**src/hw/rtl/vdhp_pkg.sv**
```systemverilog
// Shared types, constants and helpers of the video display host port.
package vdhp_pkg;

	// Video memory geometry
	localparam int VRAM_DEPTH = 16384;
	localparam int VRAM_AW    = $clog2(VRAM_DEPTH);

	// Field widths of the result word
	localparam int BASE_W  = 14;
	localparam int IMASK_W = 10;

	// Short queues between the parts
	localparam int QDEPTH  = 2;
	localparam int QPTR_W  = $clog2(QDEPTH);
	localparam int QCNT_W  = $clog2(QDEPTH + 1);

	// Configuration port
	localparam int CFG_IDX_W  = 2;
	localparam int CFG_DATA_W = 4;
	localparam logic [CFG_IDX_W-1:0] CFG_VRAM_BITS  = 2'd0;
	localparam logic [CFG_IDX_W-1:0] CFG_BITMAP_BIT = 2'd1;
	localparam logic [3:0] VRAM_BITS_RESET = 4'd14;
	localparam logic [3:0] VRAM_BITS_MIN   = 4'd12;
	localparam logic [3:0] VRAM_BITS_MAX   = 4'd14;

	// Control register indexes
	localparam logic [2:0] REG_MODE0    = 3'd0;
	localparam logic [2:0] REG_MODE1    = 3'd1;
	localparam logic [2:0] REG_NAME     = 3'd2;
	localparam logic [2:0] REG_COLOUR   = 3'd3;
	localparam logic [2:0] REG_PATTERN  = 3'd4;
	localparam logic [2:0] REG_SATTR    = 3'd5;
	localparam logic [2:0] REG_SPAT     = 3'd6;
	localparam logic [2:0] REG_BACKDROP = 3'd7;

	// Writable bits of each control register
	localparam logic [7:0] REG_MASK [8] = '{
		8'h03, 8'hfb, 8'h0f, 8'hff, 8'h07, 8'h7f, 8'h07, 8'hff
	};

	// Status byte bits
	localparam logic [7:0] ST_FRAME = 8'h80;
	localparam logic [7:0] ST_KEEP  = 8'h5f;

	// Table base and index mask slots
	localparam int BASE_NAME    = 0;
	localparam int BASE_PATTERN = 1;
	localparam int BASE_COLOUR  = 2;
	localparam int BASE_SATTR   = 3;
	localparam int BASE_SPAT    = 4;
	localparam int NBASES       = 5;
	localparam int MASK_PATTERN = 0;
	localparam int MASK_COLOUR  = 1;
	localparam int NMASKS       = 2;

	// Host access codes on the mode field
	localparam logic [2:0] MODE_MEM_RD = 3'd0;
	localparam logic [2:0] MODE_MEM_WR = 3'd1;
	localparam logic [2:0] MODE_STAT   = 3'd2;
	localparam logic [2:0] MODE_CTRL   = 3'd3;
	localparam logic [2:0] MODE_FRAME  = 3'd4;

	typedef enum logic [2:0] {
		OP_MEM_RD,
		OP_MEM_WR,
		OP_STAT,
		OP_CTRL,
		OP_FRAME,
		OP_NOP
	} op_t;

	typedef enum logic [1:0] {
		BK_CLEAR,
		BK_EXEC,
		BK_FIN
	} bk_state_t;

	typedef struct packed {
		op_t        op;
		logic [7:0] data;
	} cmd_t;

	typedef struct packed {
		logic [3:0] vram_bits;
		logic       bitmap_bit;
	} cfg_t;

	typedef struct packed {
		logic clearing;
	} back_stat_t;

	typedef struct packed {
		logic [7:0]         read_data;
		logic               int_line;
		logic [2:0]         display_mode;
		logic               display_enable;
		logic [3:0]         backdrop_colour;
		logic [BASE_W-1:0]  name_base;
		logic [BASE_W-1:0]  pattern_base;
		logic [BASE_W-1:0]  colour_base;
		logic [IMASK_W-1:0] pattern_mask;
		logic [IMASK_W-1:0] colour_mask;
		logic [BASE_W-1:0]  sprite_attr_base;
		logic [BASE_W-1:0]  sprite_pattern_base;
	} result_t;

	// Address mask for the installed memory size, clamped to the legal range
	function automatic logic [BASE_W-1:0] size_mask(input logic [3:0] bits);
		logic [3:0]  b;
		logic [31:0] m;
		b = bits;
		if (b < VRAM_BITS_MIN) b = VRAM_BITS_MIN;
		if (b > VRAM_BITS_MAX) b = VRAM_BITS_MAX;
		m = ((32'd1 << b) - 32'd1) & 32'(VRAM_DEPTH - 1);
		return m[BASE_W-1:0];
	endfunction

endpackage

```
**src/hw/rtl/vdhp_front.sv**
```systemverilog
// Front part: accepts host words, classifies them and queues commands.
module vdhp_front import vdhp_pkg::*; (
	input  logic       clk,
	input  logic       arst_n,
	input  logic       push,
	output logic       full,
	input  logic [2:0] mode,
	input  logic [7:0] data_byte,
	input  logic       hold,
	output logic       cmd_valid,
	output cmd_t       cmd,
	input  logic       cmd_take
);

	cmd_t              ent_q [QDEPTH];
	logic [QPTR_W-1:0] wr_ptr_q;
	logic [QPTR_W-1:0] rd_ptr_q;
	logic [QCNT_W-1:0] cnt_q;
	cmd_t              cls;
	logic              accept;

	// Classify the access code
	always_comb begin
		cls.data = data_byte;
		case (mode)
			MODE_MEM_RD: cls.op = OP_MEM_RD;
			MODE_MEM_WR: cls.op = OP_MEM_WR;
			MODE_STAT:   cls.op = OP_STAT;
			MODE_CTRL:   cls.op = OP_CTRL;
			MODE_FRAME:  cls.op = OP_FRAME;
			default:     cls.op = OP_NOP;
		endcase
	end

	assign full      = hold || (cnt_q == QCNT_W'(QDEPTH));
	assign accept    = push && !full;
	assign cmd_valid = (cnt_q != '0);
	assign cmd       = ent_q[rd_ptr_q];

	// Store accepted words
	always_ff @(posedge clk) begin
		if (accept) ent_q[wr_ptr_q] <= cls;
	end

	// Advance pointers and count
	always_ff @(posedge clk or negedge arst_n) begin
		if (!arst_n) begin
			wr_ptr_q <= '0;
			rd_ptr_q <= '0;
			cnt_q    <= '0;
		end else begin
			if (accept) wr_ptr_q <= wr_ptr_q + 1'b1;
			if (cmd_take) rd_ptr_q <= rd_ptr_q + 1'b1;
			if (accept && !cmd_take) cnt_q <= cnt_q + 1'b1;
			else if (!accept && cmd_take) cnt_q <= cnt_q - 1'b1;
		end
	end

endmodule

```
**config.mk**
```make
export PLATFORM = sky130hd
export DESIGN_NAME = vdhp_front
export DESIGN_NICKNAME = d
export VERILOG_FILES = /design/src/hw/rtl/vdhp_pkg.sv /design/src/hw/rtl/vdhp_front.sv
export SDC_FILE = /design/constraint.sdc
export NUM_CORES = 1
export LEC_CHECK = 0
export BUFFER_PORTS_ARGS = -buffer_cell sky130_fd_sc_hd__clkbuf_2
export CAP_MARGIN = 20
export CORE_MARGIN = 2
export CORE_UTILIZATION = 50
export CTS_CLUSTER_DIAMETER = 50
export DETAILED_ROUTE_END_ITERATION = 10
export GPL_TIMING_DRIVEN = 0
export PLACE_DENSITY = 0.86
export SLEW_MARGIN = 20
export SYNTH_ARGS = -nofsm -noshare
export SYNTH_HDL_FRONTEND = slang
export SYNTH_SLANG_ARGS = --single-unit
```
**constraint.sdc**
```tcl
create_clock -name clk -period 2 [get_ports clk]
set_clock_uncertainty 0.2 [all_clocks]
set_input_delay 0.1 -clock clk [delete_from_list [all_inputs] [get_ports clk]]
set_output_delay 0.1 -clock clk [all_outputs]
set_load 0.05 [all_outputs]
```
Word-level counts from Yosys, hierarchy flattened:

Memories as Yosys holds them, arrays and structs flattened.
Index checks and enable logic that the tools add are counted.
W data, S select, Z words.

* output and inout port bits: 13
* flip-flop bits (word level): 4
* bits in read-only memories: 0
* memory bits (writable): 22
* bits in latches: 0
* memories kept: 1
* input bits: 16
* word-level logic and storage cells: 28

* bitwise operators: 0
* mux-type cells: 5
* $lt $le $gt $ge: 0
* equal/unequal tests: 5
* reductions and logical operators: 10
* multiply operators: 0
* div/mod/pow operators: 0
* $add $sub $neg: 4
* shift-type cells: 0

Memories
* ent_q: depth 2, bits a word 11, read ports 1, clocked after Yosys merged registers in 0, write ports 1, RTL line vdhp_front.sv:15 `cmd_t ent_q [QDEPTH];`

Operators with widths (number)
* $pmux W3 S5: 1
* $eq A3 B2 Y1 const B: 2
* $mux W2: 2
* $reduce_bool A2 Y1: 2
* $eq A3 B1 Y1 const B: 1
* $eq A3 B3 Y1 const B: 1
* $logic_and A1 B1 Y1: 3
* $logic_not A1 Y1: 3
* $logic_not A3 Y1: 1
* $add A1 B1 Y1 const B: 2
* $add A2 B1 Y2 const B: 1
* $eq A2 B2 Y1 const B: 1
* $mux W1: 2
* $sub A2 B1 Y2 const B: 1
* $logic_or A1 B1 Y1: 1

Logic depth before layout (Yosys ltp):

* depth in word-level cells: 8
* depth in mapped cells: 7
* gate-level depth less buffers: 7

Least setup slack after synthesis:

No wires, ideal clock.

* kind: register to register
* start: register cnt_q[0]
* end: memory ent_q[0][0] in the netlist's numbering, enable pin
* arrival time: 1.125 ns
* required time: 1.422 ns
* stages on the path, launching flop included: 4
* buffers on the path: 0
* setup time: 0.378 ns
* setup slack: 0.297 ns
* period minus slack after synthesis: 1.703 ns
* cells stage by stage: dfrtp_1 -> nand2b_4 -> nand3b_4 -> nor2_1

* word-level cells in the longest chain between the ends: 6

Ends and longest elaborated chain
* start, declared: RTL line vdhp_front.sv:18 `logic [QCNT_W-1:0] cnt_q;`
* start signal, assigned: RTL line vdhp_front.sv:54 `if (accept && !cmd_take) cnt_q <= cnt_q + 1'b1;`
* start signal, assigned: RTL line vdhp_front.sv:55 `else if (!accept && cmd_take) cnt_q <= cnt_q - 1'b1;`
* $eq A2 B2 Y1: RTL line vdhp_front.sv:35 `assign full = hold || (cnt_q == QCNT_W'(QDEPTH));`
* $logic_or A1 B1 Y1: RTL line vdhp_front.sv:35
* $logic_not A1 Y1: RTL line vdhp_front.sv:36 `assign accept = push && !full;`
* $logic_and A1 B1 Y1: RTL line vdhp_front.sv:36
* $mux W1: RTL line vdhp_front.sv:42 `if (accept) ent_q[wr_ptr_q] <= cls;`
* $mux W1 (not written as such): RTL line vdhp_front.sv:42
* end, declared: RTL line vdhp_front.sv:15

No other way between the ends.

Worst setup path in the final report:

* start: register cnt_q[0]
* end: memory ent_q[1][2] in the netlist's numbering, enable pin

Same word-level chain as after synthesis.

==> run_results.csv <==
group,metric,value,unit
finish,layout.cells.non_filler,132,
worst_setup_path,end_kind,"register",
synthesis,yosysSeqAreaShare,71.03,%
synthesis,muxShareOfSynthArea,14.72,%
finish,fill_cells,130,
cts,clock_latency,0.31,ns
floorplan,die-height,50.28,um
synthesis,yosys.area_share.simple,6.192,%
timing,min_period,1.756,ns
power_and_ir_drop,p_leak,0.6162,nW
worst_setup_path,cp_data_required_time,1.75,ns
cts,cts_buffer_depth,2,
place,place.gp.congestion,0.6853,
drt,drt-initial-drc-count,4,
worst_setup_path,critical_path_peak_fanout,11,
finish,syn2layout_area_growth,34.81,%
worst_setup_path,critPathMaxStageDelay,0.46,ns
drt,vias,614,
drt,detail_route.wirelength,1663,um
global_routing,antenna_found_initial,0,
floorplan,initial_core_util,54.04,%
timing,hold_slack,0.1185,ns
worst_setup_path,crit_buf_inv,1,
synthesis,yosysWarningCount,0,
drt,dr.pass1.iters,4,
global_routing,grt_start_max_net_pins,15,
floorplan,io-pin-count,29,
drt,drc,0,
job,maxCapViolCount,0,
place,post_dp_cell_area,1245,um^2
synthesis,syn_inst,56,
place,dpl.hpwl,1074,um
floorplan,coreArea,1982,um^2
timing,rsz0062_at_grt,"no",
floorplan,dieArea,2528,um^2
worst_setup_path,critPathTopFamily,"simple AND/OR/NAND/NOR gates",
cts,cts_tree,"built",
power_and_ir_drop,ir_worst_vdd,0.8147,mV
cts,cts_root_buf,"clkbuf_4",
timing,fin_crit_sh,87.82,%
worst_setup_path,crit_chain,"nand2b_4, nand3b_4, inv_2, and2_1",
cts,cts_buffers,3,
synthesis,ys_top_cells_by_area,"edfxtp_1, mux2_4, dfrtp_1",
power_and_ir_drop,power_density,1264,nW/um^2
worst_setup_path,r2r_slack,0.24,ns
drt,wire_per_inst,12.60,um
synthesis,ys_types,19,
finish,diodes,0,
synthesis,synth_area_per_cell,19.13,um^2
worst_setup_path,arrival,1.51,ns
global_routing,grt_overflow,0,
timing,hold_viol,0,
synthesis,synth_xor_xnor_area_share,4.089,%
timing,max_slew_margin,59.88,%
worst_setup_path,reg2reg_depth,4,
synthesis,synth_top_area_share,61.68,%
cts,cts.clk_slew.worst_paths,0.13,ns
finish,stdcell_area,1444,um^2
floorplan,num_rows,16,
global_routing,grt_pass1_wl,2780,um
worst_setup_path,rr_endpoint,"ent_q[1][2]$_DFFE_PP_",
synthesis,synth_compound_area_share,0.7009,%
timing,max_freq,569.4,MHz
min_path,holdPathStages,3,
place,numPortBuffers,28,
cts,cts.sink_count,26,
min_path,hp-start,"hold",
synthesis,syn_area,1071,um^2
cts,cts-htree-levels,1,
synthesis,synth-seq-cells,26,
synthesis,synth_top_family_by_area,"multiplexers",
min_path,hold_path_class,"in -> reg",
place,place_inst,111,
finish,nets,123,
drt,postRouteAntennaNets,0,
synthesis,synth.net_count,73,
synthesis,yosys.area_share.adder,1.168,%
drt,vias_per_cell,4.652,
worst_setup_path,crit_type,"reg -> reg",
floorplan,die_w,50.28,um
worst_setup_path,r2r_start,"cnt_q[0]$_DFFE_PN0P_",
worst_setup_path,start_kind,"register",
finish,drive_above_1_share,42.86,%
global_routing,grt_pass1_vias,648,
synthesis,synth_top_area_cell,"edfxtp_1",
global_routing,grt.total_usage,15.21,%
power_and_ir_drop,p_total,0.001824,W
run_status,status,"completed",
min_path,min_delay_worst_endpoint,"ent_q[0][5]$_DFFE_PP_",
worst_setup_path,crit_slowest_cell,"and2_1",
timing,setup_viol,0,
timing,worst_slew_pin_slew,0.6012,ns
timing,maxSlewViolCount,0,
==> worst max path at each step <==
stage                            end  cells after the start            startpoint  slack (ns)
6_report       ent_q[1][2]$_DFFE_PP_                      4  cnt_q[0]$_DFFE_PN0P_        0.24
3_5_place_dp   ent_q[0][0]$_DFFE_PP_                      3  cnt_q[0]$_DFFE_PN0P_       -0.01
5_1_grt        ent_q[1][9]$_DFFE_PP_                      4  cnt_q[0]$_DFFE_PN0P_        0.14
3_3_place_gp   ent_q[0][2]$_DFFE_PP_                      3  cnt_q[0]$_DFFE_PN0P_        0.06
2_1_floorplan  ent_q[0][0]$_DFFE_PP_                      3  cnt_q[0]$_DFFE_PN0P_        0.30
4_1_cts        ent_q[1][2]$_DFFE_PP_                      4  cnt_q[0]$_DFFE_PN0P_        0.22
==> synth_stat cells <==
library cell,instances
dfrtp_1,4
xor2_1,3
nor2b_1,1
inv_1,1
nand2b_4,1
inv_2,1
nand3b_4,1
a21o_1,1
nand2b_1,1
mux2_1,2
edfxtp_1,22
buf_6,1
xnor2_1,2
nor2_1,2
clkbuf_1,1
or2_1,1
mux2_4,9
and2_1,1
ha_1,1
==> power breakdown <==
part | internal [W] | switching [W] | total, W
combinational | 0.000313 | 0.000543 | 0.000856
clock | 0.0000777 | 0.000135 | 0.000213
sequential | 0.000694 | 0.0000609 | 0.000755
total | 0.00109 | 0.000739 | 0.00182
==> what timing repair did <==
item	CTS	global route
gates resized for setup	1	0
endpoints found under the setup margin	11	0
setup buffers	0	0
hold buffers	17	0
hold endpoints to repair	29	0
==> logic make-up after synthesis <==
logic type | after synthesis
AO/OA/AOI/OAI | 1
XOR/XNOR | 5
adder cells (fa/ha/maj) | 1
buffers and inverters | 4
flip-flops | 26
multiplexers | 11
AND/OR/NAND/NOR | 8
==> layer usage <==
layer | part of all wire, % | routed length [um] | vias up | global-route usage [%]
met5 | 0 | 0 | - | 0
met2 | 56 | 930 | 20 | 28.73
met4 | 1.6 | 27 | 0 | 5.556
met1 | 39 | 642 | 286 | 16.77
met3 | 3.8 | 64 | 4 | 2.679
li1 | - | - | 304 | -
==> placed cells by master (no fill, tap or decap) <==
cell / Yosys / layout
dlygate4sd3_1: 0 / 17
mux2_1: 2 / 2
nor2_1: 2 / 1
ha_1: 1 / 1
inv_1: 1 / 1
xor2_1: 3 / 3
dfrtp_1: 4 / 4
clkbuf_4: 0 / 3
nor2_2: 0 / 1
nand2b_4: 1 / 1
xnor2_1: 2 / 2
a21o_1: 1 / 1
inv_2: 1 / 1
nor2b_1: 1 / 1
mux2_4: 9 / 9
or2_1: 1 / 1
buf_6: 1 / 1
and2_1: 1 / 1
edfxtp_1: 22 / 22
nand3b_4: 1 / 1
nand2b_1: 1 / 1
clkbuf_2: 0 / 28
clkbuf_1: 1 / 2
==> layout make-up <==
cell class | instances | area [um^2] | area share, %
Timing Repair Buffer | 45 | 310.3 | 21.49
Clock buffer | 4 | 26.28 | 1.820
Sequential cell | 26 | 760.7 | 52.69
Tap cell | 27 | 33.78 | 2.340
Multi-Input combinational cell | 26 | 290.3 | 20.10
Inverter | 2 | 7.507 | 0.5199
Buffer | 2 | 15.01 | 1.040
==> worst min-delay path, stage by stage <==
cell      delay, ns
clkbuf_2       0.09
nand3b_4       0.13
nor2_2         0.12
==> through the flow <==
| step | util, % | setup TNS [ns] | setup WS, ns |
|---|---|---|---|
| 2_1_floorplan | - | 0 | 0.2972 |
| 3_3_place_gp | 62.82 | 0 | 0.06496 |
| 3_5_place_dp | 62.82 | -0.1480 | -0.01371 |
| 4_1_cts | 72.85 | 0 | 0.2197 |
| 5_1_grt | 72.85 | 0 | 0.1352 |
| 6_report | 72.85 | 0 | 0.2436 |
==> sequential cells by signal (all words and copies together) (netlist names) <==
name / cells
cnt_q: 2
ent_q: 22
rd_ptr_q: 1
wr_ptr_q: 1
Note: power is estimated with default switching activity, not from simulation.
