File: src/hw/rtl/vdhp_pkg.sv
// Shared types, constants and helpers of the video display host port.
package vdhp_pkg;

	// Video memory geometry
	localparam int VRAM_DEPTH = 16384;
	localparam int VRAM_AW    = $clog2(VRAM_DEPTH);

	// Field widths of the result word
	localparam int BASE_W  = 14;
	localparam int IMASK_W = 10;

	// Short queues between the parts
	localparam int QDEPTH  = 2;
	localparam int QPTR_W  = $clog2(QDEPTH);
	localparam int QCNT_W  = $clog2(QDEPTH + 1);

	// Configuration port
	localparam int CFG_IDX_W  = 2;
	localparam int CFG_DATA_W = 4;
	localparam logic [CFG_IDX_W-1:0] CFG_VRAM_BITS  = 2'd0;
	localparam logic [CFG_IDX_W-1:0] CFG_BITMAP_BIT = 2'd1;
	localparam logic [3:0] VRAM_BITS_RESET = 4'd14;
	localparam logic [3:0] VRAM_BITS_MIN   = 4'd12;
	localparam logic [3:0] VRAM_BITS_MAX   = 4'd14;

	// Control register indexes
	localparam logic [2:0] REG_MODE0    = 3'd0;
	localparam logic [2:0] REG_MODE1    = 3'd1;
	localparam logic [2:0] REG_NAME     = 3'd2;
	localparam logic [2:0] REG_COLOUR   = 3'd3;
	localparam logic [2:0] REG_PATTERN  = 3'd4;
	localparam logic [2:0] REG_SATTR    = 3'd5;
	localparam logic [2:0] REG_SPAT     = 3'd6;
	localparam logic [2:0] REG_BACKDROP = 3'd7;

	// Writable bits of each control register
	localparam logic [7:0] REG_MASK [8] = '{
		8'h03, 8'hfb, 8'h0f, 8'hff, 8'h07, 8'h7f, 8'h07, 8'hff
	};

	// Status byte bits
	localparam logic [7:0] ST_FRAME = 8'h80;
	localparam logic [7:0] ST_KEEP  = 8'h5f;

	// Table base and index mask slots
	localparam int BASE_NAME    = 0;
	localparam int BASE_PATTERN = 1;
	localparam int BASE_COLOUR  = 2;
	localparam int BASE_SATTR   = 3;
	localparam int BASE_SPAT    = 4;
	localparam int NBASES       = 5;
	localparam int MASK_PATTERN = 0;
	localparam int MASK_COLOUR  = 1;
	localparam int NMASKS       = 2;

	// Host access codes on the mode field
	localparam logic [2:0] MODE_MEM_RD = 3'd0;
	localparam logic [2:0] MODE_MEM_WR = 3'd1;
	localparam logic [2:0] MODE_STAT   = 3'd2;
	localparam logic [2:0] MODE_CTRL   = 3'd3;
	localparam logic [2:0] MODE_FRAME  = 3'd4;

	typedef enum logic [2:0] {
		OP_MEM_RD,
		OP_MEM_WR,
		OP_STAT,
		OP_CTRL,
		OP_FRAME,
		OP_NOP
	} op_t;

	typedef enum logic [1:0] {
		BK_CLEAR,
		BK_EXEC,
		BK_FIN
	} bk_state_t;

	typedef struct packed {
		op_t        op;
		logic [7:0] data;
	} cmd_t;

	typedef struct packed {
		logic [3:0] vram_bits;
		logic       bitmap_bit;
	} cfg_t;

	typedef struct packed {
		logic clearing;
	} back_stat_t;

	typedef struct packed {
		logic [7:0]         read_data;
		logic               int_line;
		logic [2:0]         display_mode;
		logic               display_enable;
		logic [3:0]         backdrop_colour;
		logic [BASE_W-1:0]  name_base;
		logic [BASE_W-1:0]  pattern_base;
		logic [BASE_W-1:0]  colour_base;
		logic [IMASK_W-1:0] pattern_mask;
		logic [IMASK_W-1:0] colour_mask;
		logic [BASE_W-1:0]  sprite_attr_base;
		logic [BASE_W-1:0]  sprite_pattern_base;
	} result_t;

	// Address mask for the installed memory size, clamped to the legal range
	function automatic logic [BASE_W-1:0] size_mask(input logic [3:0] bits);
		logic [3:0]  b;
		logic [31:0] m;
		b = bits;
		if (b < VRAM_BITS_MIN) b = VRAM_BITS_MIN;
		if (b > VRAM_BITS_MAX) b = VRAM_BITS_MAX;
		m = ((32'd1 << b) - 32'd1) & 32'(VRAM_DEPTH - 1);
		return m[BASE_W-1:0];
	endfunction

endpackage

File: src/hw/rtl/vdhp_out_queue.sv
// Result queue between the back part and the host read side.
module vdhp_out_queue import vdhp_pkg::*; (
	input  logic    clk,
	input  logic    arst_n,
	input  logic    res_push,
	input  result_t res_in,
	output logic    res_full,
	input  logic    pop,
	output logic    empty,
	output result_t res_out
);

	result_t           ent_q [QDEPTH];
	logic [QPTR_W-1:0] wr_ptr_q;
	logic [QPTR_W-1:0] rd_ptr_q;
	logic [QCNT_W-1:0] cnt_q;
	logic              take;

	assign empty    = (cnt_q == '0);
	assign res_full = (cnt_q == QCNT_W'(QDEPTH));
	assign take     = pop && !empty;
	assign res_out  = ent_q[rd_ptr_q];

	// Store results
	always_ff @(posedge clk) begin
		if (res_push) ent_q[wr_ptr_q] <= res_in;
	end

	// Advance pointers and count
	always_ff @(posedge clk or negedge arst_n) begin
		if (!arst_n) begin
			wr_ptr_q <= '0;
			rd_ptr_q <= '0;
			cnt_q    <= '0;
		end else begin
			if (res_push) wr_ptr_q <= wr_ptr_q + 1'b1;
			if (take) rd_ptr_q <= rd_ptr_q + 1'b1;
			if (res_push && !take) cnt_q <= cnt_q + 1'b1;
			else if (!res_push && take) cnt_q <= cnt_q - 1'b1;
		end
	end

endmodule

File: config.mk
export PLATFORM = sky130hd
export DESIGN_NAME = vdhp_out_queue
export DESIGN_NICKNAME = d
export VERILOG_FILES = /design/src/hw/rtl/vdhp_pkg.sv /design/src/hw/rtl/vdhp_out_queue.sv
export SDC_FILE = /design/constraint.sdc
export NUM_CORES = 1
export LEC_CHECK = 0
export BUFFER_PORTS_ARGS = -buffer_cell sky130_fd_sc_hd__buf_4
export CAP_MARGIN = 10
export CORE_MARGIN = 5
export CORE_UTILIZATION = 58
export CTS_BUF_LIST = sky130_fd_sc_hd__clkbuf_4 sky130_fd_sc_hd__clkbuf_8
export DETAILED_ROUTE_END_ITERATION = 10
export PLACE_DENSITY = 0.95
export SLEW_MARGIN = 15
export SYNTH_ARGS = -nofsm -noshare
export SYNTH_HDL_FRONTEND = slang
export SYNTH_SLANG_ARGS = --single-unit
export TNS_END_PERCENT = 100
File: constraint.sdc
create_clock -name clk -period 12.77 [get_ports clk]
set_input_delay 1.9155 -clock clk [delete_from_list [all_inputs] [get_ports clk]]
set_output_delay 1.9155 -clock clk [all_outputs]
set_load 0.01 [all_outputs]
# Word-level counts from Yosys, hierarchy flattened
# Memories as Yosys holds them, arrays and structs flattened.
# Cells that the tools add are included.
# totals
n_memories,1
rom_bits,0
mem_bits_rw,214
latch_bits,0
inputBits,111
reg_bits,4
# memory_table
name,words,width,read_ports,rd_clocked_by_memory_dff,write_ports,line,text
ent_q,2,107,1,0,1,vdhp_out_queue.sv:13,result_t ent_q [QDEPTH];
# classes
add_sub_neg,4
multipliers,0
div,0
mux,4
n_eq_ne,1
n_shift,0
reduce_logical,8
bitwise_logic,0
n_lt_le_gt_ge,0
# op_table
cell,count
2-bit two-way mux,2
1-bit logical AND,3
1-bit logical NOT,3
1-bit adder (second input constant),2
2-bit by 1-bit adder with 2-bit output (second input constant),1
2-bit equality test (second input constant),1
2-bit logical NOT,1
1-bit two-way mux,2
2-bit nonzero test,1
2-bit by 1-bit subtractor with 2-bit output (second input constant),1

# Depth between registers and ports, before layout
# Gate-level depths: netlist (run 1).
# logic_depth
word_depth,6
depth_mapped,5
depth_no_buf,5

# Least setup slack after synthesis (run 1)
# Ideal clock, no wire load.
# synth_path
kind,in2reg
start,in res_push
end,"mem ent_q[0][0] in the netlist's numbering, enable pin"
path_buffers,0
setup_ns,0.587
t_required_ns,12.183
slack_ns,5.617
stages,1
t_arrival_ns,6.567
cell_sequence,nor2b_1
# synth_between
elab_chain_len,2
# synth_lines
element,line,text
start: declaration,vdhp_out_queue.sv:5,"input logic res_push,"
1-bit two-way mux,vdhp_out_queue.sv:26,if (res_push) ent_q[wr_ptr_q] <= res_in;
1-bit two-way mux (not written as such),vdhp_out_queue.sv:26,
end: declaration,vdhp_out_queue.sv:13,
# Every way passes these cells.

==> Implementation_results.wiki, run 1 <==
{| class="wikitable"
! Metric !! Value
|-
| CP startpoint || rd_ptr_q
|-
| Initial core utilization || about three fifths
|-
| Clock-pin slew of the registers on the worst-case setup and hold paths || 0.06 ns
|-
| Relative slew slack || 48.1%
|-
| Clock sink total || roughly 220
|-
| Beginning of the worst hold path || cnt_q[1]
|-
| Buffer depth of the longest clock path || 3
|-
| Peak supply drop || 0.162 mV
|-
| X dimension of the die || ~130 um
|-
| Final worst-path cycle share || 36.7%
|-
| Final net count || 708
|-
| Area overhead of the layout relative to synthesis || 31.4%
|-
| Cell with the largest stage delay on the worst path || sky130_fd_sc_hd__dfrtp_4
|-
| Final core utilization || 78.5%
|-
| Number of search-and-repair iterations in the first detailed-routing pass || 5
|-
| Design internal power || 1650 uW
|-
| Grt ovf || 0
|-
| Logic pwr share || 30.5%
|-
| Count of buffers added by post-CTS timing repair for setup || 0
|-
| Std cell rows || 42
|-
| Netlist area before placement || 7980 sq um
|-
| Final count of hold timing violations || 0
|-
| Hold/Removal Path Class || reg2reg
|-
| Stage delay of the slowest cell on the critical path || 0.92 ns
|-
| Routed vias || 4141
|-
| Top-level I/O count || 220
|-
| Period minus WS final || 4.69 ns
|-
| Antenna-violating nets left || 0
|-
| Last weighted congestion value of the routability-driven placer || 0.790
|-
| Worst Hold Path EP || cnt_q[1]
|-
| Total inserted antenna cells || 0
|-
| Critical path type || reg2out
|-
| End of the worst register-to-register path || ent_q[1][45]
|-
| Portion of the post-synthesis area used by sequential elements || 81.8%
|-
| Dpl cell area || 9800 sq um
|-
| Final Slew Violations || 0
|-
| Max-cap viol count || 0
|-
| Leakage power of the design || 0.00404 uW
|-
| Layout cell share with drive strength beyond 1 || 62.3%
|-
| Setup_tns || 0 ns
|-
| Most frequent CP cell || sky130_fd_sc_hd__buf_4
|-
| Largest delay contributor family on the critical path || flip-flops
|-
| Final design instance area without fill || between 10000 and 15000 sq um
|-
| Cell count after synthesis || 349
|-
| Number of antenna violations at the first check in global routing || 0
|-
| Switching power as a share of total power || 27.7%
|-
| Register-to-Register Setup Slack || between 10 and 15 ns
|-
| Clk_lat worst skew || 0.48 ns
|-
| Worst clock skew || 0.00975 ns
|-
| Yosys Warn Count || 0
|-
| Post_cts resized || 0
|-
| Signal arrival time at the worst endpoint || between 2 and 3 ns
|-
| Required time of the critical path || 10.85 ns
|-
| Pin count of the biggest net entering global routing || 58
|-
| Clock share of power || 24.8%
|-
| Global-route wire length before repair || 24500 um
|-
| Detailed-route wire length || 16200 um
|-
| Critical-path cell list || buf_4 > mux2_2 > buf_4
|-
| Highest fanout seen on the critical path || 57
|-
| Reg power frac || ~45%
|-
| Setup crit end kind || output pin
|-
| Syn_nets || 461
|-
| Detailed placer's ending HPWL || 11000 um
|-
| Chip Height || 127 um
|-
| DRC violations left || 0
|-
| Avg WL per Cell || just over 20 um
|-
| H-tree depth reported by CTS || 2
|-
| Worst reg-to-reg path cell count || 2
|-
| Type of origin of the critical path || flip-flop
|-
| Buffers & Inverters on Critical Path || 2
|-
| TritonCTS buffer count || 34
|-
| Average vias per placed instance || 5.20
|-
| Number of global-route vias before repair || ~4600
|-
| Floorplan core area || 13300 sq um
|-
| Hold Buf Count CTS || 0
|-
| Worst hold margin || roughly 0.53 ns
|-
| Number of flip-flops and latches in the synthesized netlist || 218
|-
| Achievable frequency || 213 MHz
|-
| Post-synthesis average cell area || 22.9 sq um
|-
| Unrepaired setup endpoints after global routing || no
|-
| Number of port buffers || between 200 and 250
|-
| Number of instances on the worst hold path || 1
|-
| Status || finished, final reports clean
|-
| CTS root buf || sky130_fd_sc_hd__clkbuf_8
|-
| Global Route Usage Sum || a little under 20%
|-
| Initial DRC Count || 258
|-
| Die ar. || 16200 sq um
|-
| Number of library cell types mapped by synthesis || 13
|-
| Switching pwr || 635 uW
|-
| Clock tree from TritonCTS || built
|-
| Power density of the placed cells || 218 nW/um^2
|-
| Setup-violating endpoint count in the final report || 0
|-
| Pin slew with the least headroom to its limit || 0.779 ns
|-
| Worst r2r src || wr_ptr_q
|}
-- cell usage after synthesis --
library cell | count | share of area, %
sky130_fd_sc_hd__xnor2_1 | 2 | 0.22
sky130_fd_sc_hd__xor2_1 | 3 | 0.33
sky130_fd_sc_hd__ha_1 | 1 | 0.16
sky130_fd_sc_hd__and2_1 | 1 | 0.078
sky130_fd_sc_hd__mux2_2 | 87 | 12
sky130_fd_sc_hd__nor2b_1 | 2 | 0.16
sky130_fd_sc_hd__mux2_4 | 20 | 3.8
sky130_fd_sc_hd__edfxtp_1 | 214 | 81
sky130_fd_sc_hd__o21ai_0 | 1 | 0.063
sky130_fd_sc_hd__buf_6 | 4 | 0.56
sky130_fd_sc_hd__buf_2 | 8 | 0.50
sky130_fd_sc_hd__nor2_1 | 2 | 0.094
sky130_fd_sc_hd__dfrtp_1 | 4 | 1.3
-- through the flow --
| stage | worst slack [ns] | total power, uW | std cells |
|---|---|---|---|
| after floorplan | 5.62 | 1430 | 349 |
| after global placement | 8.63 | 1710 | 736 |
| after detailed placement | 8.57 | 1740 | 736 |
| after CTS | 8.04 | 2310 | 797 |
| after global routing | 7.94 | 2400 | 797 |
| final | 8.08 | 2290 | 797 |
-- layout by cell type, fill, tap and decap left out, types with 2 or more instances in the layout --
master and count:
sky130_fd_sc_hd__buf_4 223, sky130_fd_sc_hd__edfxtp_1 214, sky130_fd_sc_hd__mux2_2 87, sky130_fd_sc_hd__clkbuf_8 37, sky130_fd_sc_hd__mux2_4 20, sky130_fd_sc_hd__clkbuf_4 13
sky130_fd_sc_hd__clkinv_1 7, sky130_fd_sc_hd__xor2_1 3, sky130_fd_sc_hd__dfrtp_1 3, sky130_fd_sc_hd__nor2_1 2, sky130_fd_sc_hd__xnor2_1 2, sky130_fd_sc_hd__clkinv_2 2
-- how the worst max path moves through the flow --
stage                        to  cells past startpoint  slack [ns]
floorplan           ent_q[0][0]                      1        5.62
global placement    res_out[51]                      3        8.63
detailed placement  res_out[44]                      3        8.57
CTS                 res_out[44]                      3        8.04
global route        res_out[44]                      3        7.94
finish              res_out[44]                      3        8.08
-- metal layers --
| layer | wire length [um] | track usage, % | part of all wire, % | up-vias |
|---|---|---|---|---|
| li1 | - | - | - | 1888 |
| met1 | 6210 | 23.7 | 38 | 2023 |
| met2 | 8380 | 33.8 | 52 | 203 |
| met3 | 1280 | 5.80 | 7.9 | 27 |
| met4 | 298 | 6.18 | 1.8 | 0 |
| met5 | 0 | 0 | 0 | - |
-- sequential cells by signal, summed over array words and instances (netlist names) --
name      count
cnt_q         2
ent_q       214
wr_ptr_q      1
rd_ptr_q      1
-- worst register-to-register path, stage by stage, from the launching register on --
cell and delay (ns):
sky130_fd_sc_hd__dfrtp_1 0.42, sky130_fd_sc_hd__and2_4 0.64, sky130_fd_sc_hd__buf_4 0.72
-- final cells by class --
type / count / area (sq um)
Clock buffer: 50 / 607
Clock inverter: 11 / 75.1
Fill cell: 692 / 2860
Multi-Input combinational cell: 119 / 1380
Sequential cell: 218 / 6530
Tap cell: 176 / 220
Timing Repair Buffer: 223 / 1670
-- kinds of logic (layout without fill, tap and decap cells) --
family	count (synthesis)	after routing	share of synthesized area (%)
adders and majority gates	1	1	0.157
xor gates and xnor gates	5	5	0.549
muxes	107	107	16.0
AOI/OAI and AO/OA	1	1	0.0627
DFF	218	218	81.8
buffers and inverters	12	284	1.07
and+or+nand+nor	5	5	0.329
-- power by group through the flow --
stage / clock network (uW) / logic, uW / registers (uW)
after global placement: 0 / 680 / 1030
after global routing: 622 / 738 / 1040
after CTS: 581 / 707 / 1030
after floorplan: 0 / 424 / 1010
after detailed placement: 0 / 703 / 1040
final: 568 / 698 / 1020
(Power assumes the default switching activity.)
==> run 2: changes to the inputs <==
Settings changed: ABC_AREA set to 1, CORE_UTILIZATION 58 to 54, PLACE_DENSITY 0.95 to 0.92.
Clock period 12.77 ns to 4.8 ns, I/O delays scaled along.
==> run 2 against run 1 <==
Effect of this change: core utilization decreased by 6.5 points; die area up 7.0%; area after synthesis increased by 0.22%; clock skew down 0.0021 ns; first-iteration DRC count increased by 14%.
==> Implementation_results.wiki, run 2 <==
{| class="wikitable"
! Metric !! Value
|-
| Register with the most flip-flops || ent_q (unchanged)
|-
| Number of library cell types mapped by synthesis || 16 (was 13)
|-
| Clock tree from TritonCTS || built (unchanged)
|-
| Initial DRC Count || 294 (was 258)
|-
| Relative slew slack || 23.8% (was 48.1%)
|-
| Grt ovf || 0 (unchanged)
|-
| Final count of hold timing violations || 0 (unchanged)
|-
| CTS root buf || sky130_fd_sc_hd__clkbuf_8 (unchanged)
|-
| Flip-flop count of the largest register after layout || 214 (unchanged)
|-
| Most used DFF post-synth || sky130_fd_sc_hd__edfxtp_1 (unchanged)
|-
| Final worst-path cycle share || 61.9%
|-
| TritonCTS buffer count || 34 (unchanged)
|-
| Worst reg-to-reg path cell count || 2 (unchanged)
|-
| Required time of the critical path || 4.08 ns (was 10.85 ns)
|-
| Initial core utilization || 55.0% (was 59.8%)
|-
| Area overhead of the layout relative to synthesis || 30.9% (was 31.4%)
|-
| Number of synthesized flops with an enable pin || 214 (unchanged)
|-
| Die ar. || 17300 sq um (was 16200 sq um)
|-
| Critical path type || reg2out (unchanged)
|-
| Detailed placer's ending HPWL || 11000 um (about the same)
|-
| Setup_tns || 0 ns (unchanged)
|-
| Status || finished, final reports clean (unchanged)
|-
| Last weighted congestion value of the routability-driven placer || 0.794 (was 0.790)
|-
| Cell with the most instances after synthesis || sky130_fd_sc_hd__nand2_1 (was sky130_fd_sc_hd__edfxtp_1)
|-
| Signal arrival time at the worst endpoint || 2.25 ns (was 2.77 ns)
|-
| Clock-pin slew of the registers on the worst-case setup and hold paths || 0.07 ns (was 0.06 ns)
|-
| Met3 layer wire length in the routed design || 1730 um (was 1280 um)
|-
| Pin count of the biggest net entering global routing || 109 (was 58)
|-
| Final net count || 935 (was 708)
|-
| Register-to-Register Setup Slack || 2.80 ns (was 10.56 ns)
|-
| Worst hold margin || 0.413 ns (was 0.528 ns)
|-
| Setup crit end kind || output pin (unchanged)
|-
| Power density of the placed cells || 598 nW/um^2 (was 218 nW/um^2)
|-
| Registers with the highest flip-flop counts || ent_q x214, cnt_q x2 (unchanged)
|-
| Period minus WS final || 2.97 ns
|-
| Post-synth top area share || 80.4% (was 80.5%)
|-
| Antenna-violating nets left || 0 (unchanged)
|-
| Avg WL per Cell || 16.6 um (was 20.3 um)
|-
| Global-route wire length before repair || 27100 um (was 24500 um)
|-
| H-tree depth reported by CTS || 2 (unchanged)
|-
| Most common library cells after synthesis || sky130_fd_sc_hd__nand2_1 (328), sky130_fd_sc_hd__edfxtp_1 (214), sky130_fd_sc_hd__buf_2 (17) (was sky130_fd_sc_hd__edfxtp_1 (214), sky130_fd_sc_hd__mux2_2 (87), sky130_fd_sc_hd__mux2_4 (20))
|-
| End of the worst register-to-register path || ent_q[0][71] (was ent_q[1][45])
|-
| Commonest non-fill, non-tap cell in the layout || sky130_fd_sc_hd__nand2_1 (was sky130_fd_sc_hd__buf_4)
|-
| Clock sink total || 218 (unchanged)
|-
| Number of antenna violations at the first check in global routing || 0 (unchanged)
|-
| Post-synth ARST share || 1.83% (unchanged)
|-
| Number of search-and-repair iterations in the first detailed-routing pass || 4 (was 5)
|-
| Std cell rows || 44 (was 42)
|-
| X dimension of the die || 132 um (was 127 um)
|-
| Met1 routed wirelength after detailed routing || 6130 um (was 6210 um)
|-
| Portion of the post-synthesis area used by sequential elements || 81.6% (was 81.8%)
|-
| Final Slew Violations || 0 (unchanged)
|-
| Capture point of the critical path || res_out[73] (was res_out[44])
|-
| Max-cap viol count || 0 (unchanged)
|-
| Clk_lat worst skew || 0.49 ns (was 0.48 ns)
|-
| DRC violations left || 0 (unchanged)
|-
| Floorplan core area || 14500 sq um (was 13300 sq um)
|-
| Peak supply drop || 0.439 mV (was 0.162 mV)
|-
| Largest cells by area after synthesis || sky130_fd_sc_hd__edfxtp_1 (80%), sky130_fd_sc_hd__nand2_1 (15%), sky130_fd_sc_hd__dfrtp_1 (1.3%) (was sky130_fd_sc_hd__edfxtp_1 (81%), sky130_fd_sc_hd__mux2_2 (12%), sky130_fd_sc_hd__mux2_4 (3.8%))
|-
| Yosys Warn Count || 0 (unchanged)
|-
| Total inserted antenna cells || 0 (unchanged)
|-
| Global Route Usage Sum || 19.5% (about the same)
|-
| Netlist area before placement || 8000 sq um (was 7980 sq um)
|-
| Achievable frequency || 336 MHz
|-
| Number of global-route vias before repair || 5409 (was 4552)
|-
| Highest metal layer used by the detailed router || met4 (unchanged)
|-
| Unrepaired setup endpoints after global routing || no (unchanged)
|-
| Average vias per placed instance || 4.99 (was 5.20)
|-
| Number of port buffers || 219 (unchanged)
|-
| Highest fanout seen on the critical path || 108 (was 57)
|-
| Leakage power of the design || 0.00453 uW (was 0.00404 uW)
|-
| Post-synthesis average cell area || 13.6 sq um (was 22.9 sq um)
|-
| Number of flip-flops and latches in the synthesized netlist || 218 (unchanged)
|-
| Critical-path cell list || buf_4 > nand2_1 > nand2_1 > buf_4 (was buf_4 > mux2_2 > buf_4)
|-
| Worst clock skew || 0.00766 ns (was 0.00975 ns)
|-
| Buffer depth of the longest clock path || 3 (unchanged)
|-
| Area leader, netlist || sky130_fd_sc_hd__edfxtp_1 (unchanged)
|-
| CP startpoint || rd_ptr_q (unchanged)
|-
| Worst r2r src || wr_ptr_q (unchanged)
|-
| Hold/Removal Path Class || in2reg (was reg2reg)
|-
| Detailed-route wire length || 17100 um (was 16200 um)
|-
| Most used cells in the layout excluding fill and tap cells || sky130_fd_sc_hd__nand2_1 (328), sky130_fd_sc_hd__buf_4 (222), sky130_fd_sc_hd__edfxtp_1 (214), sky130_fd_sc_hd__clkbuf_8 (36), sky130_fd_sc_hd__clkbuf_4 (11) (was sky130_fd_sc_hd__buf_4 (223), sky130_fd_sc_hd__edfxtp_1 (214), sky130_fd_sc_hd__mux2_2 (87), sky130_fd_sc_hd__clkbuf_8 (37), sky130_fd_sc_hd__mux2_4 (20))
|-
| Top-level I/O count || 220 (unchanged)
|-
| Cell count after synthesis || 586 (was 349)
|-
| Type of origin of the critical path || flip-flop (unchanged)
|-
| Layout cell share with drive strength beyond 1 || 33.5% (was 62.3%)
|-
| Pin slew with the least headroom to its limit || 1.14 ns (was 0.779 ns)
|-
| Cell with the largest stage delay on the worst path || sky130_fd_sc_hd__buf_4 (was sky130_fd_sc_hd__dfrtp_4)
|-
| Stage delay of the slowest cell on the critical path || 0.80 ns (was 0.92 ns)
|-
| Setup-violating endpoint count in the final report || 0 (unchanged)
|-
| Routed met2 length || 8870 um (was 8380 um)
|-
| Chip Height || 132 um (was 127 um)
|-
| Routed vias || 5152 (was 4141)
|-
| Count of buffers added by post-CTS timing repair for setup || 0 (unchanged)
|-
| Syn_nets || 698 (was 461)
|}
-- run 2: cell types whose count changed after synthesis, moves of 2 or more --
cell,change
sky130_fd_sc_hd__xor2_1,-2
sky130_fd_sc_hd__nor2b_1,-2
sky130_fd_sc_hd__mux2_4,-20
sky130_fd_sc_hd__buf_2,+9
sky130_fd_sc_hd__buf_4,+2
sky130_fd_sc_hd__mux2_2,-87
sky130_fd_sc_hd__nand2_1,+328
sky130_fd_sc_hd__inv_1,+6
-- run 2: logic make-up (layout without fill, tap and decap cells) --
logic type / after synthesis / count (layout) / share of synthesized area, %
buffers and inverters: 30 / 292 / 2.17
adders and majority gates: 1 / 1 / 0.156
DFF: 218 / 218 / 81.6
AOI/OAI and AO/OA: 1 / 1 / 0.0625
and+or+nand+nor: 334 / 334 / 15.8
xor gates and xnor gates: 2 / 2 / 0.219
-- run 2: report_power, final --
part           switching, uW  total (uW)  internal (uW)
registers                101        2630           2530
logic                   1270        2120            851
clock network            661        1500            840
total                   2030        6250           4220
-- run 2: what timing repair did --
action / 4_1_cts / 5_1_grt
resized for setup: 0 / 0
endpoints found under the hold margin: 4 / 0
hold buffers: 1 / 0
-- run 2: worst min-delay path by stage --
stage                     from  slack, ns      endpoint  cells past startpoint
floorplan               arst_n       0.42      cnt_q[0]                      0
global placement      cnt_q[1]       0.49      cnt_q[1]                      2
detailed placement      arst_n       0.52      cnt_q[1]                      1
CTS                 res_in[39]       0.38  ent_q[0][39]                      1
global route         res_in[1]       0.37   ent_q[0][1]                      1
finish              res_in[94]       0.41  ent_q[0][94]                      1
-- run 2: area by class of cell --
type	count	area [sq um]
clock buffer	47	578
clock inverter	14	96.3
fill	929	4070
inverter	7	31.3
multi-input combinational	338	1300
sequential	218	6530
tap	184	230
timing repair buffer	224	1700
-- run 2: layer usage --
metal,track usage (%),up-vias
met4,6.06,0
li1,-,2456
met1,21.5,2425
met2,34.4,232
met3,7.95,39
met5,0,-
-- run 2: stage by stage --
stage | utilization (%) | total power (uW) | instances | cell area, sq um | setup slack [ns]
2_1_floorplan | - | 3780 | 586 | 8000 | 0.848
3_3_place_gp | 67.3 | 4740 | 970 | 9780 | 2.38
3_5_place_dp | 67.3 | 4810 | 970 | 9780 | 2.37
4_1_cts | 72.0 | 6330 | 1032 | 10500 | 1.77
5_1_grt | 72.0 | 6630 | 1032 | 10500 | 1.64
6_report | 72.0 | 6250 | 1032 | 10500 | 1.83
-- run 2: critical path, delay by kind of cell, from the launching register on --
family / cells / cell delay, ns
buf+inv: 2 / 0.94
flops: 1 / 0.42
simple gates: 2 / 0.29
